--- config.mk ---
export PLATFORM = sky130hd
export DESIGN_NAME = macd_signal_engine
export DESIGN_NICKNAME = d
export VERILOG_FILES = /design/src/macd_se_pkg.sv /design/src/macd_se_ctrl.sv /design/src/macd_se_datapath.sv /design/src/macd_signal_engine.sv
export SDC_FILE = /design/constraint.sdc
export NUM_CORES = 2
export LEC_CHECK = 0
export BUFFER_PORTS_ARGS = -buffer_cell sky130_fd_sc_hd__buf_2
export CAP_MARGIN = 20
export CELL_PAD_IN_SITES_DETAIL_PLACEMENT = 1
export CELL_PAD_IN_SITES_GLOBAL_PLACEMENT = 1
export CORE_ASPECT_RATIO = 1.75
export CORE_MARGIN = 2
export CORE_UTILIZATION = 51
export CTS_CLUSTER_DIAMETER = 80
export DETAILED_ROUTE_END_ITERATION = 8
export PLACE_DENSITY_LB_ADDON = 0.1
export RECOVER_POWER = 25
export SLEW_MARGIN = 40
export SYNTH_ARGS = -nofsm -noshare
export SYNTH_HDL_FRONTEND = slang
export SYNTH_HIERARCHICAL = 1
export SYNTH_SLANG_ARGS = --single-unit
export TNS_END_PERCENT = 20
--- constraint.sdc ---
create_clock -name clk_i -period 10.1 [get_ports clk_i]
set_input_delay 1.515 -clock clk_i [delete_from_list [all_inputs] [get_ports clk_i]]
set_output_delay 1.515 -clock clk_i [all_outputs]
set_load 0.1 [all_outputs]
--- src/macd_se_pkg.sv ---
package macd_se_pkg;

  localparam int PRICE_BITS     = 32;
  localparam int FRAC_BITS      = 16;
  localparam int COUNT_BITS     = 8;
  localparam int PERIOD_BITS    = 8;
  localparam int ALPHA_BITS     = 16;
  localparam int CFG_INDEX_BITS = 3;
  localparam int CFG_DATA_BITS  = 16;

  localparam int AVG_BITS   = PRICE_BITS + FRAC_BITS;
  localparam int OUT_BITS   = AVG_BITS + 1;
  localparam int DIFF_BITS  = OUT_BITS + 1;
  localparam int LO_BITS    = (DIFF_BITS > 33) ? 32 : DIFF_BITS - 1;
  localparam int HI_BITS    = DIFF_BITS - LO_BITS;
  localparam int MUL_BITS   = (LO_BITS + 1 > HI_BITS) ? LO_BITS + 1 : HI_BITS;
  localparam int PROD_BITS  = MUL_BITS + ALPHA_BITS + 1;
  localparam int SHIFT_BITS = LO_BITS - ALPHA_BITS;
  localparam int CMP_BITS   = (COUNT_BITS + 1 > PERIOD_BITS) ? COUNT_BITS + 1 : PERIOD_BITS;

  localparam logic [COUNT_BITS-1:0] COUNT_MAX = '1;

  localparam logic [PERIOD_BITS-1:0] FAST_PERIOD_RST   = PERIOD_BITS'(12);
  localparam logic [PERIOD_BITS-1:0] SLOW_PERIOD_RST   = PERIOD_BITS'(26);
  localparam logic [PERIOD_BITS-1:0] SIGNAL_PERIOD_RST = PERIOD_BITS'(9);
  localparam logic [ALPHA_BITS-1:0]  FAST_ALPHA_RST    = ALPHA_BITS'(10082);
  localparam logic [ALPHA_BITS-1:0]  SLOW_ALPHA_RST    = ALPHA_BITS'(4855);
  localparam logic [ALPHA_BITS-1:0]  SIGNAL_ALPHA_RST  = ALPHA_BITS'(13107);

  localparam logic [CFG_INDEX_BITS-1:0] REG_FAST_PERIOD   = CFG_INDEX_BITS'(0);
  localparam logic [CFG_INDEX_BITS-1:0] REG_SLOW_PERIOD   = CFG_INDEX_BITS'(1);
  localparam logic [CFG_INDEX_BITS-1:0] REG_SIGNAL_PERIOD = CFG_INDEX_BITS'(2);
  localparam logic [CFG_INDEX_BITS-1:0] REG_FAST_ALPHA    = CFG_INDEX_BITS'(3);
  localparam logic [CFG_INDEX_BITS-1:0] REG_SLOW_ALPHA    = CFG_INDEX_BITS'(4);
  localparam logic [CFG_INDEX_BITS-1:0] REG_SIGNAL_ALPHA  = CFG_INDEX_BITS'(5);

  typedef enum logic [1:0] {
    LANE_FAST,
    LANE_SLOW,
    LANE_SIGNAL
  } lane_e;

  typedef struct packed {
    logic  capture;
    logic  diff_load;
    logic  mul_lo;
    logic  mul_hi;
    logic  avg_upd;
    lane_e lane;
    logic  macd_load;
    logic  out_load;
  } cmd_t;

  typedef struct packed {
    logic macd_ok;
    logic out_free;
  } status_t;

endpackage

--- src/macd_se_ctrl.sv ---
module macd_se_ctrl
  import macd_se_pkg::*;
(
  input  logic    clk_i,
  input  logic    rst_ni,
  input  logic    in_valid_i,
  output logic    in_ready_o,
  input  status_t status_i,
  output cmd_t    cmd_o
);

  localparam logic [3:0] ST_IDLE = 4'd0;
  localparam logic [3:0] ST_F_D  = 4'd1;
  localparam logic [3:0] ST_F_L  = 4'd2;
  localparam logic [3:0] ST_F_H  = 4'd3;
  localparam logic [3:0] ST_F_U  = 4'd4;
  localparam logic [3:0] ST_S_D  = 4'd5;
  localparam logic [3:0] ST_S_L  = 4'd6;
  localparam logic [3:0] ST_S_H  = 4'd7;
  localparam logic [3:0] ST_S_U  = 4'd8;
  localparam logic [3:0] ST_MACD = 4'd9;
  localparam logic [3:0] ST_G_D  = 4'd10;
  localparam logic [3:0] ST_G_L  = 4'd11;
  localparam logic [3:0] ST_G_H  = 4'd12;
  localparam logic [3:0] ST_G_U  = 4'd13;
  localparam logic [3:0] ST_DONE = 4'd14;

  logic [3:0] state_q, state_d;

  always_ff @(posedge clk_i or negedge rst_ni) begin
    if (!rst_ni) begin
      state_q <= ST_IDLE;
    end else begin
      state_q <= state_d;
    end
  end

  always_comb begin
    state_d    = state_q;
    cmd_o      = '0;
    cmd_o.lane = LANE_FAST;
    in_ready_o = 1'b0;
    unique case (state_q)
      ST_IDLE: begin
        in_ready_o = 1'b1;
        if (in_valid_i) begin
          cmd_o.capture = 1'b1;
          state_d       = ST_F_D;
        end
      end
      ST_F_D: begin
        cmd_o.diff_load = 1'b1;
        state_d         = ST_F_L;
      end
      ST_F_L: begin
        cmd_o.mul_lo = 1'b1;
        state_d      = ST_F_H;
      end
      ST_F_H: begin
        cmd_o.mul_hi = 1'b1;
        state_d      = ST_F_U;
      end
      ST_F_U: begin
        cmd_o.avg_upd = 1'b1;
        state_d       = ST_S_D;
      end
      ST_S_D: begin
        cmd_o.lane      = LANE_SLOW;
        cmd_o.diff_load = 1'b1;
        state_d         = ST_S_L;
      end
      ST_S_L: begin
        cmd_o.lane   = LANE_SLOW;
        cmd_o.mul_lo = 1'b1;
        state_d      = ST_S_H;
      end
      ST_S_H: begin
        cmd_o.lane   = LANE_SLOW;
        cmd_o.mul_hi = 1'b1;
        state_d      = ST_S_U;
      end
      ST_S_U: begin
        cmd_o.lane    = LANE_SLOW;
        cmd_o.avg_upd = 1'b1;
        state_d       = ST_MACD;
      end
      ST_MACD: begin
        cmd_o.macd_load = 1'b1;
        state_d         = status_i.macd_ok ? ST_G_D : ST_DONE;
      end
      ST_G_D: begin
        cmd_o.lane      = LANE_SIGNAL;
        cmd_o.diff_load = 1'b1;
        state_d         = ST_G_L;
      end
      ST_G_L: begin
        cmd_o.lane   = LANE_SIGNAL;
        cmd_o.mul_lo = 1'b1;
        state_d      = ST_G_H;
      end
      ST_G_H: begin
        cmd_o.lane   = LANE_SIGNAL;
        cmd_o.mul_hi = 1'b1;
        state_d      = ST_G_U;
      end
      ST_G_U: begin
        cmd_o.lane    = LANE_SIGNAL;
        cmd_o.avg_upd = 1'b1;
        state_d       = ST_DONE;
      end
      ST_DONE: begin
        if (status_i.out_free) begin
          cmd_o.out_load = 1'b1;
          state_d        = ST_IDLE;
        end
      end
      default: begin
        state_d = ST_IDLE;
      end
    endcase
  end

endmodule

--- src/macd_se_datapath.sv ---
module macd_se_datapath
  import macd_se_pkg::*;
(
  input  logic                             clk_i,
  input  logic                             rst_ni,
  input  cmd_t                             cmd_i,
  output status_t                          status_o,
  input  logic                             cfg_valid_i,
  input  logic [CFG_INDEX_BITS-1:0]        cfg_index_i,
  input  logic [CFG_DATA_BITS-1:0]         cfg_data_i,
  input  logic [PRICE_BITS-1:0]            price_i,
  input  logic                             series_start_i,
  output logic                             out_valid_o,
  input  logic                             out_ready_i,
  output logic signed [OUT_BITS-1:0]       macd_value_o,
  output logic signed [OUT_BITS-1:0]       signal_value_o,
  output logic signed [OUT_BITS-1:0]       histogram_value_o,
  output logic                             macd_valid_o,
  output logic                             signal_valid_o
);

  localparam logic signed [OUT_BITS-1:0] OUT_MAX = {1'b0, {(OUT_BITS-1){1'b1}}};
  localparam logic signed [OUT_BITS-1:0] OUT_MIN = {1'b1, {(OUT_BITS-1){1'b0}}};

  function automatic logic [CMP_BITS-1:0] eff_period(input logic [PERIOD_BITS-1:0] p);
    return (p == '0) ? CMP_BITS'(1) : CMP_BITS'(p);
  endfunction

  function automatic logic [CMP_BITS-1:0] pos_of(input logic [COUNT_BITS-1:0] idx);
    return CMP_BITS'(idx) + CMP_BITS'(1);
  endfunction

  function automatic logic [COUNT_BITS-1:0] sat_inc(input logic [COUNT_BITS-1:0] c);
    return (c == COUNT_MAX) ? COUNT_MAX : c + COUNT_BITS'(1);
  endfunction

  // configuration registers
  logic [PERIOD_BITS-1:0] fast_period_q, slow_period_q, signal_period_q;
  logic [ALPHA_BITS-1:0]  fast_alpha_q, slow_alpha_q, signal_alpha_q;

  // running state
  logic [COUNT_BITS-1:0]      sample_count_q, macd_count_q;
  logic [COUNT_BITS-1:0]      idx_q, midx_q;
  logic [AVG_BITS-1:0]        fast_q, slow_q;
  logic signed [OUT_BITS-1:0] sig_q, macd_q;
  logic                       mv_q, gv_q;
  logic [AVG_BITS-1:0]        x_q;

  // shared arithmetic
  logic signed [DIFF_BITS-1:0]     d_q;
  logic signed [PROD_BITS-1:0]     prod_q, prod_d;
  logic [LO_BITS+ALPHA_BITS-1:0]   lo_q;
  logic signed [MUL_BITS-1:0]      mul_a;
  logic signed [ALPHA_BITS:0]      alpha_s;
  logic [PROD_BITS+SHIFT_BITS-1:0] hp_shift;
  logic signed [DIFF_BITS-1:0]     step, new_avg, diff_d;

  logic signed [DIFF_BITS-1:0] lane_avg, lane_x;
  logic [COUNT_BITS-1:0]       lane_idx;
  logic [PERIOD_BITS-1:0]      lane_period;
  logic [ALPHA_BITS-1:0]       lane_alpha;
  logic                        lane_seed, lane_upd;
  logic                        fast_ok, slow_ok;
  logic [COUNT_BITS-1:0]       idx_next;

  // output stage
  logic signed [DIFF_BITS-1:0] hist_full;
  logic signed [OUT_BITS-1:0]  hist_sat;
  logic                        out_valid_q;
  logic signed [OUT_BITS-1:0]  out_macd_q, out_sig_q, out_hist_q;
  logic                        out_mv_q, out_gv_q;

  always_comb begin
    unique case (cmd_i.lane)
      LANE_FAST: begin
        lane_avg    = DIFF_BITS'(fast_q);
        lane_x      = DIFF_BITS'(x_q);
        lane_idx    = idx_q;
        lane_period = fast_period_q;
        lane_alpha  = fast_alpha_q;
      end
      LANE_SLOW: begin
        lane_avg    = DIFF_BITS'(slow_q);
        lane_x      = DIFF_BITS'(x_q);
        lane_idx    = idx_q;
        lane_period = slow_period_q;
        lane_alpha  = slow_alpha_q;
      end
      LANE_SIGNAL: begin
        lane_avg    = DIFF_BITS'(sig_q);
        lane_x      = DIFF_BITS'(macd_q);
        lane_idx    = midx_q;
        lane_period = signal_period_q;
        lane_alpha  = signal_alpha_q;
      end
      default: begin
        lane_avg    = DIFF_BITS'(fast_q);
        lane_x      = DIFF_BITS'(x_q);
        lane_idx    = idx_q;
        lane_period = fast_period_q;
        lane_alpha  = fast_alpha_q;
      end
    endcase
  end

  assign lane_seed = pos_of(lane_idx) == eff_period(lane_period);
  assign lane_upd  = pos_of(lane_idx) > eff_period(lane_period);
  assign fast_ok   = pos_of(idx_q) >= eff_period(fast_period_q);
  assign slow_ok   = pos_of(idx_q) >= eff_period(slow_period_q);
  assign diff_d    = lane_x - lane_avg;
  assign idx_next  = series_start_i ? '0 : sample_count_q;

  // difference split into an unsigned low word and a signed high word
  always_comb begin
    if (cmd_i.mul_hi) begin
      mul_a = MUL_BITS'($signed(d_q[DIFF_BITS-1:LO_BITS]));
    end else begin
      mul_a = MUL_BITS'({1'b0, d_q[LO_BITS-1:0]});
    end
  end

  assign alpha_s  = {1'b0, lane_alpha};
  assign prod_d   = mul_a * alpha_s;
  assign hp_shift = {prod_q, {SHIFT_BITS{1'b0}}};
  assign step     = hp_shift[DIFF_BITS-1:0]
                  + DIFF_BITS'(lo_q[LO_BITS+ALPHA_BITS-1:ALPHA_BITS]);
  assign new_avg  = lane_avg + step;

  assign hist_full = DIFF_BITS'(macd_q) - DIFF_BITS'(sig_q);
  always_comb begin
    if (hist_full[DIFF_BITS-1] != hist_full[DIFF_BITS-2]) begin
      hist_sat = hist_full[DIFF_BITS-1] ? OUT_MIN : OUT_MAX;
    end else begin
      hist_sat = hist_full[OUT_BITS-1:0];
    end
  end

  always_ff @(posedge clk_i or negedge rst_ni) begin
    if (!rst_ni) begin
      fast_period_q   <= FAST_PERIOD_RST;
      slow_period_q   <= SLOW_PERIOD_RST;
      signal_period_q <= SIGNAL_PERIOD_RST;
      fast_alpha_q    <= FAST_ALPHA_RST;
      slow_alpha_q    <= SLOW_ALPHA_RST;
      signal_alpha_q  <= SIGNAL_ALPHA_RST;
    end else if (cfg_valid_i) begin
      unique case (cfg_index_i)
        REG_FAST_PERIOD:   fast_period_q   <= cfg_data_i[PERIOD_BITS-1:0];
        REG_SLOW_PERIOD:   slow_period_q   <= cfg_data_i[PERIOD_BITS-1:0];
        REG_SIGNAL_PERIOD: signal_period_q <= cfg_data_i[PERIOD_BITS-1:0];
        REG_FAST_ALPHA:    fast_alpha_q    <= cfg_data_i[ALPHA_BITS-1:0];
        REG_SLOW_ALPHA:    slow_alpha_q    <= cfg_data_i[ALPHA_BITS-1:0];
        REG_SIGNAL_ALPHA:  signal_alpha_q  <= cfg_data_i[ALPHA_BITS-1:0];
        default: ;
      endcase
    end
  end

  always_ff @(posedge clk_i or negedge rst_ni) begin
    if (!rst_ni) begin
      sample_count_q <= '0;
      macd_count_q   <= '0;
      idx_q          <= '0;
      midx_q         <= '0;
      fast_q         <= '0;
      slow_q         <= '0;
      sig_q          <= '0;
      mv_q           <= 1'b0;
      gv_q           <= 1'b0;
    end else begin
      if (cmd_i.capture) begin
        idx_q          <= idx_next;
        sample_count_q <= sat_inc(idx_next);
        if (series_start_i) begin
          macd_count_q <= '0;
        end
      end else if (cmd_i.macd_load) begin
        mv_q <= fast_ok && slow_ok;
        gv_q <= 1'b0;
        if (fast_ok && slow_ok) begin
          midx_q       <= macd_count_q;
          macd_count_q <= sat_inc(macd_count_q);
        end
      end
      if (cmd_i.avg_upd) begin
        unique case (cmd_i.lane)
          LANE_FAST: begin
            if (lane_seed) begin
              fast_q <= lane_x[AVG_BITS-1:0];
            end else if (lane_upd) begin
              fast_q <= new_avg[AVG_BITS-1:0];
            end
          end
          LANE_SLOW: begin
            if (lane_seed) begin
              slow_q <= lane_x[AVG_BITS-1:0];
            end else if (lane_upd) begin
              slow_q <= new_avg[AVG_BITS-1:0];
            end
          end
          LANE_SIGNAL: begin
            gv_q <= lane_seed || lane_upd;
            if (lane_seed) begin
              sig_q <= lane_x[OUT_BITS-1:0];
            end else if (lane_upd) begin
              sig_q <= new_avg[OUT_BITS-1:0];
            end
          end
          default: ;
        endcase
      end
    end
  end

  always_ff @(posedge clk_i) begin
    if (cmd_i.capture) begin
      x_q <= {price_i, {FRAC_BITS{1'b0}}};
    end
    if (cmd_i.macd_load) begin
      macd_q <= $signed({1'b0, fast_q}) - $signed({1'b0, slow_q});
    end
    if (cmd_i.diff_load) begin
      d_q <= diff_d;
    end
    if (cmd_i.mul_lo || cmd_i.mul_hi) begin
      prod_q <= prod_d;
    end
    if (cmd_i.mul_hi) begin
      lo_q <= prod_q[LO_BITS+ALPHA_BITS-1:0];
    end
    if (cmd_i.out_load) begin
      out_macd_q <= mv_q ? macd_q : '0;
      out_sig_q  <= gv_q ? sig_q : '0;
      out_hist_q <= gv_q ? hist_sat : '0;
      out_mv_q   <= mv_q;
      out_gv_q   <= gv_q;
    end
  end

  always_ff @(posedge clk_i or negedge rst_ni) begin
    if (!rst_ni) begin
      out_valid_q <= 1'b0;
    end else if (cmd_i.out_load) begin
      out_valid_q <= 1'b1;
    end else if (out_ready_i) begin
      out_valid_q <= 1'b0;
    end
  end

  assign status_o.macd_ok  = fast_ok && slow_ok;
  assign status_o.out_free = !out_valid_q || out_ready_i;

  assign out_valid_o       = out_valid_q;
  assign macd_value_o      = out_macd_q;
  assign signal_value_o    = out_sig_q;
  assign histogram_value_o = out_hist_q;
  assign macd_valid_o      = out_mv_q;
  assign signal_valid_o    = out_gv_q;

endmodule

--- src/macd_signal_engine.sv ---
// MACD engine: one unsigned price per request in, one result per request out (macd,
// signal, histogram in signed Q32.16 plus two valid flags). Each request runs the
// fast and slow average updates and the macd load, then the signal update only if
// the macd is valid; its result is loaded once the output register is free, and the
// next request is accepted only after that load. The rate is set by the
// one shared multiplier (about 33 by 17 bits), which every exponential average passes
// through twice per update, low and high word of the difference. A finished result sits
// in an output register, so the next price is taken while it waits. Configuration writes
// are always accepted and take effect at once; write them only while no request is in
// flight.
module macd_signal_engine
  import macd_se_pkg::*;
(
  input  logic                       clk_i,
  input  logic                       rst_ni,
  input  logic                       in_valid_i,
  output logic                       in_ready_o,
  input  logic [PRICE_BITS-1:0]      price_i,
  input  logic                       series_start_i,
  output logic                       out_valid_o,
  input  logic                       out_ready_i,
  output logic signed [OUT_BITS-1:0] macd_value_o,
  output logic signed [OUT_BITS-1:0] signal_value_o,
  output logic signed [OUT_BITS-1:0] histogram_value_o,
  output logic                       macd_valid_o,
  output logic                       signal_valid_o,
  input  logic                       cfg_valid_i,
  output logic                       cfg_ready_o,
  input  logic [CFG_INDEX_BITS-1:0]  cfg_index_i,
  input  logic [CFG_DATA_BITS-1:0]   cfg_data_i
);

  cmd_t    cmd;
  status_t status;

  assign cfg_ready_o = 1'b1;

  macd_se_ctrl u_ctrl (
    .clk_i      (clk_i),
    .rst_ni     (rst_ni),
    .in_valid_i (in_valid_i),
    .in_ready_o (in_ready_o),
    .status_i   (status),
    .cmd_o      (cmd)
  );

  macd_se_datapath u_datapath (
    .clk_i             (clk_i),
    .rst_ni            (rst_ni),
    .cmd_i             (cmd),
    .status_o          (status),
    .cfg_valid_i       (cfg_valid_i),
    .cfg_index_i       (cfg_index_i),
    .cfg_data_i        (cfg_data_i),
    .price_i           (price_i),
    .series_start_i    (series_start_i),
    .out_valid_o       (out_valid_o),
    .out_ready_i       (out_ready_i),
    .macd_value_o      (macd_value_o),
    .signal_value_o    (signal_value_o),
    .histogram_value_o (histogram_value_o),
    .macd_valid_o      (macd_valid_o),
    .signal_valid_o    (signal_valid_o)
  );

endmodule

==> impl_metrics.tcl <==
set metrics [dict create \
    cp-end-kind "flip-flop" \
    detail_route.iter0.violations 2190 \
    synth.top_cells.by_area "sky130_fd_sc_hd__edfxtp_1 20%, sky130_fd_sc_hd__fa_1 19%, sky130_fd_sc_hd__dfrtp_1 10%" \
    post_drt_via_cell_ratio 5.85 \
    critical_path_end "u_datapath/prod_q[40]$_DFFE_PP_" \
    postSynthRegisterBits 616 \
    worst_reg_to_reg_setup_slack_ns 0.55 \
    synth_nets 6555 \
    min-delay-start "u_datapath/prod_q[39]$_DFFE_PP_" \
    synthesis.area_mm2 0.0539 \
    dpl.hpwl_um 149000 \
    grt_first_pass_wirelength_um 279000 \
    slew_at_the_pin_closest_to_its_max_slew_limit_ns 5.46 \
    floorplan.core_area_mm2 0.105 \
    first_global_vias 47200 \
    timing.fmax_mhz 105 \
    synth_async_sr_flop_share_pct 41.6 \
    cp_max_fo 62 \
    worst_case_hold_slack_ns 0.421 \
    worstSetupPathType "flip-flop to flip-flop" \
    rsz_0062_raised_after_global_routing "no" \
    route.antenna.remaining_nets 0 \
    global_route.usage.total_pct 34.3 \
    post_dp_cell_area_mm2 0.0568 \
    max_slew_violation_count 348 \
    pin_count 209 \
    route.vias.total 42000 \
    worst_slew_margin_rel_pct -264 \
    cpMaxStageDelayCell "sky130_fd_sc_hd__ha_4" \
    violations_in_the_final_reports "capacitance limit, slew limit" \
    wl_per_cell_um 25.7 \
    outcome "complete, but fails checks" \
    synthesis.instances 5617 \
    floorplan.initialDensity_pct 51.5 \
    die_height_um 434 \
    grt_start_max_net_pins 130 \
    post_cts.resized_instances 0 \
    final_sum_of_negative_setup_slack_ns 0 \
    worst_setup_path_startpoint "u_ctrl/state_q[3]$_DFFE_PN0P_" \
    setup_viol_count_final 0 \
    layout.core_utilization_pct 56.2 \
    timing.critical_path.arrival_ns 9.96 \
    worst_r2r_endpoint "u_datapath/prod_q[40]$_DFFE_PP_" \
    detailedRoute.firstPassIterationCount 7 \
    ctsHtreeMaxLevel 2 \
    die_w_um 250 \
    max-cap-violations 6 \
    cts_hold_repair.buffers 0 \
    postSynth.topFlopCell "sky130_fd_sc_hd__edfxtp_1" \
    timing.critical_path.required_ns 10.52 \
    yosysSeqAreaShare_pct 32.0 \
    final_hold_vio_count 0 \
    avgSynthCellArea_um2 9.60 \
    numCtsBuffers 58 \
    drt-total-wl_um 184000 \
    synth_top_area_cell "sky130_fd_sc_hd__edfxtp_1" \
    drc_errors 0 \
    antenna_found_initial 1 \
    nets 6711 \
    area_delta_synth_final_pct 9.09 \
    critical-path-max-stage-delay_ns 0.75 \
    crit-reg2reg-launch "u_ctrl/state_q[3]$_DFFE_PN0P_" \
    worstSkewPairLatency_ns 0.69 \
    buffer_ports.inserted 207 \
    cts_tree "built" \
    final_area_mm2 0.0588 \
    placement_rows 157 \
    cp-start-kind "flip-flop" \
    synth.top_cell.area_share_pct 20.0 \
    ff2ff_path_depth 30 \
    place.gp.congestion 0.980 \
    cp_common_cell "sky130_fd_sc_hd__fa_1" \
    min_period_over_period_pct 94.5 \
    ys_types 92 \
    cts.sink_count 616 \
    class_of_the_most_critical_hold_timing_path "flip-flop to flip-flop" \
    floorplan.die_area_mm2 0.108 \
    grt_remaining_overflow 0 \
    synth_warnings 6 \
    final.min_clock_period_ns 9.55 \
    cts.path.max_buffers 3 \
    post-cts-setup-buffers 0 \
    clk_transition_reported_paths_ns 0.07 \
    ctsRootBufferMaster "sky130_fd_sc_hd__clkbuf_16" \
    fin_worst_skew_ns 0.0378 \
    layout-drive-gt1-share_pct 11.2 \
    synth-edff-count 360 \
]
## routing by layer
metal	GRT usage [%]	vias up	share of wire (%)
met1	34.7	21300	35
met4	26.8	0	9.2
met5	0	-	0
met2	64.2	1203	53
met3	3.60	618	3.5
li1	-	18900	-
## layout by cell type (no fill, tap or decap), types with 11 or more instances in the layout
master,count
sky130_fd_sc_hd__inv_1,872
sky130_fd_sc_hd__nor2_1,535
sky130_fd_sc_hd__nand2_1,533
sky130_fd_sc_hd__fa_1,511
sky130_fd_sc_hd__a21oi_1,391
sky130_fd_sc_hd__ha_1,367
sky130_fd_sc_hd__edfxtp_1,360
sky130_fd_sc_hd__o21ai_0,272
sky130_fd_sc_hd__dfrtp_1,225
sky130_fd_sc_hd__buf_2,194
sky130_fd_sc_hd__xnor2_1,161
sky130_fd_sc_hd__mux2_2,144
sky130_fd_sc_hd__a21o_1,137
sky130_fd_sc_hd__buf_4,89
sky130_fd_sc_hd__xor2_1,83
sky130_fd_sc_hd__a22oi_1,75
sky130_fd_sc_hd__clkbuf_16,61
sky130_fd_sc_hd__nand3_1,52
sky130_fd_sc_hd__and2_1,48
sky130_fd_sc_hd__nor2b_1,43
sky130_fd_sc_hd__o21a_1,40
sky130_fd_sc_hd__nand2b_1,39
sky130_fd_sc_hd__nor3_1,39
sky130_fd_sc_hd__and2_0,39
sky130_fd_sc_hd__o21bai_1,38
sky130_fd_sc_hd__dfstp_2,31
sky130_fd_sc_hd__clkbuf_1,30
sky130_fd_sc_hd__nand4_1,28
sky130_fd_sc_hd__mux2i_1,27
sky130_fd_sc_hd__and3_1,25
sky130_fd_sc_hd__o21ai_2,24
sky130_fd_sc_hd__a211oi_1,23
sky130_fd_sc_hd__a31oi_1,22
sky130_fd_sc_hd__o211ai_1,17
sky130_fd_sc_hd__o31ai_1,15
sky130_fd_sc_hd__o21ai_1,12
sky130_fd_sc_hd__or3_1,11
## stage by stage
stage / std cells / worst slack, ns
final: 7176 / 0.553
after global routing: 7175 / 0.111
after CTS: 7172 / 0.539
after detailed placement: 7062 / 0.600
after global placement: 7059 / 0.870
after floorplan: 5617 / 1.21
## cell usage after synthesis (all sizes together) (11+ instances only)
library cell / count
a211oi: 25
a21o: 138
a21oi: 401
a22oi: 75
a31oi: 23
and2: 91
and3: 26
buf: 36
clkbuf: 178
dfrtp: 225
dfstp: 31
edfxtp: 360
fa: 511
ha: 370
inv: 873
mux2: 146
mux2i: 31
nand2: 535
nand2b: 40
nand3: 54
nand4: 28
nor2: 537
nor2b: 43
nor3: 40
o211ai: 18
o21a: 41
o21ai: 310
o21bai: 38
o31ai: 18
or3: 11
xnor2: 161
xor2: 83
## cells by family (layout without fill, tap and decap cells)
group                      Yosys count  in the layout  synth area share, %
other                                1              3              0.00695
adders and majority gates          881            881                 27.5
muxes                              177            177                 3.62
AOI/OAI and AO/OA                 1174           1174                 13.5
DFF                                616            616                 32.0
and+or+nand+nor                   1437           1437                 11.6
buffers and inverters             1087           1293                 7.75
xor gates and xnor gates           244            244                 3.96
## registers in the layout, indices dropped and copies added (netlist names), 4 cells and up
register,count
u_datapath/d_q,50
u_datapath/histogram_value_o,49
u_datapath/macd_q,49
u_datapath/macd_value_o,49
u_datapath/sig_q,49
u_datapath/signal_value_o,49
u_datapath/fast_q,48
u_datapath/prod_q,48
u_datapath/slow_q,48
u_datapath/lo_q,32
u_datapath/x_q,32
u_datapath/fast_alpha_q,16
u_datapath/signal_alpha_q,16
u_datapath/slow_alpha_q,16
u_datapath/fast_period_q,8
u_datapath/idx_q,8
u_datapath/macd_count_q,8
u_datapath/midx_q,8
u_datapath/sample_count_q,8
u_datapath/signal_period_q,8
u_datapath/slow_period_q,8
u_ctrl/state_q,4
## worst min-delay path by stage
| stage | endpoint | cells after the start |
|---|---|---|
| floorplan | u_datapath/lo_q[33]$_DFFE_PP_ | 0 |
| global placement | u_datapath/lo_q[39]$_DFFE_PP_ | 0 |
| global route | u_datapath/lo_q[34]$_DFFE_PP_ | 0 |
| detailed placement | u_datapath/lo_q[39]$_DFFE_PP_ | 0 |
| finish | u_datapath/lo_q[39]$_DFFE_PP_ | 0 |
| CTS | u_datapath/lo_q[39]$_DFFE_PP_ | 0 |
## critical path, delay by kind of cell, from the launching register on
kind	cells	cell delay, ns
buffers and inverters	7	1.14
AND/OR/NAND/NOR	3	0.60
XOR/XNOR	1	0.11
flip-flops	1	0.63
multiplexers	1	0.31
adder cells (fa/ha/maj)	8	4.17
AO/OA/AOI/OAI	10	2.25
## area by class of cell
class	instances	area, um^2
Tap cell	1351	1690
Timing Repair Buffer	310	1830
Antenna cell	2	5.00
Clock inverter	31	423
Clock buffer	79	1660
Sequential cell	616	17300
Multi-Input combinational cell	3914	32700
Fill cell	11900	45900
Inverter	873	3280
Power is left out: the tool's default activity adds up to more than one toggle a clock period on the data nets, which glitch-free logic cannot reach.
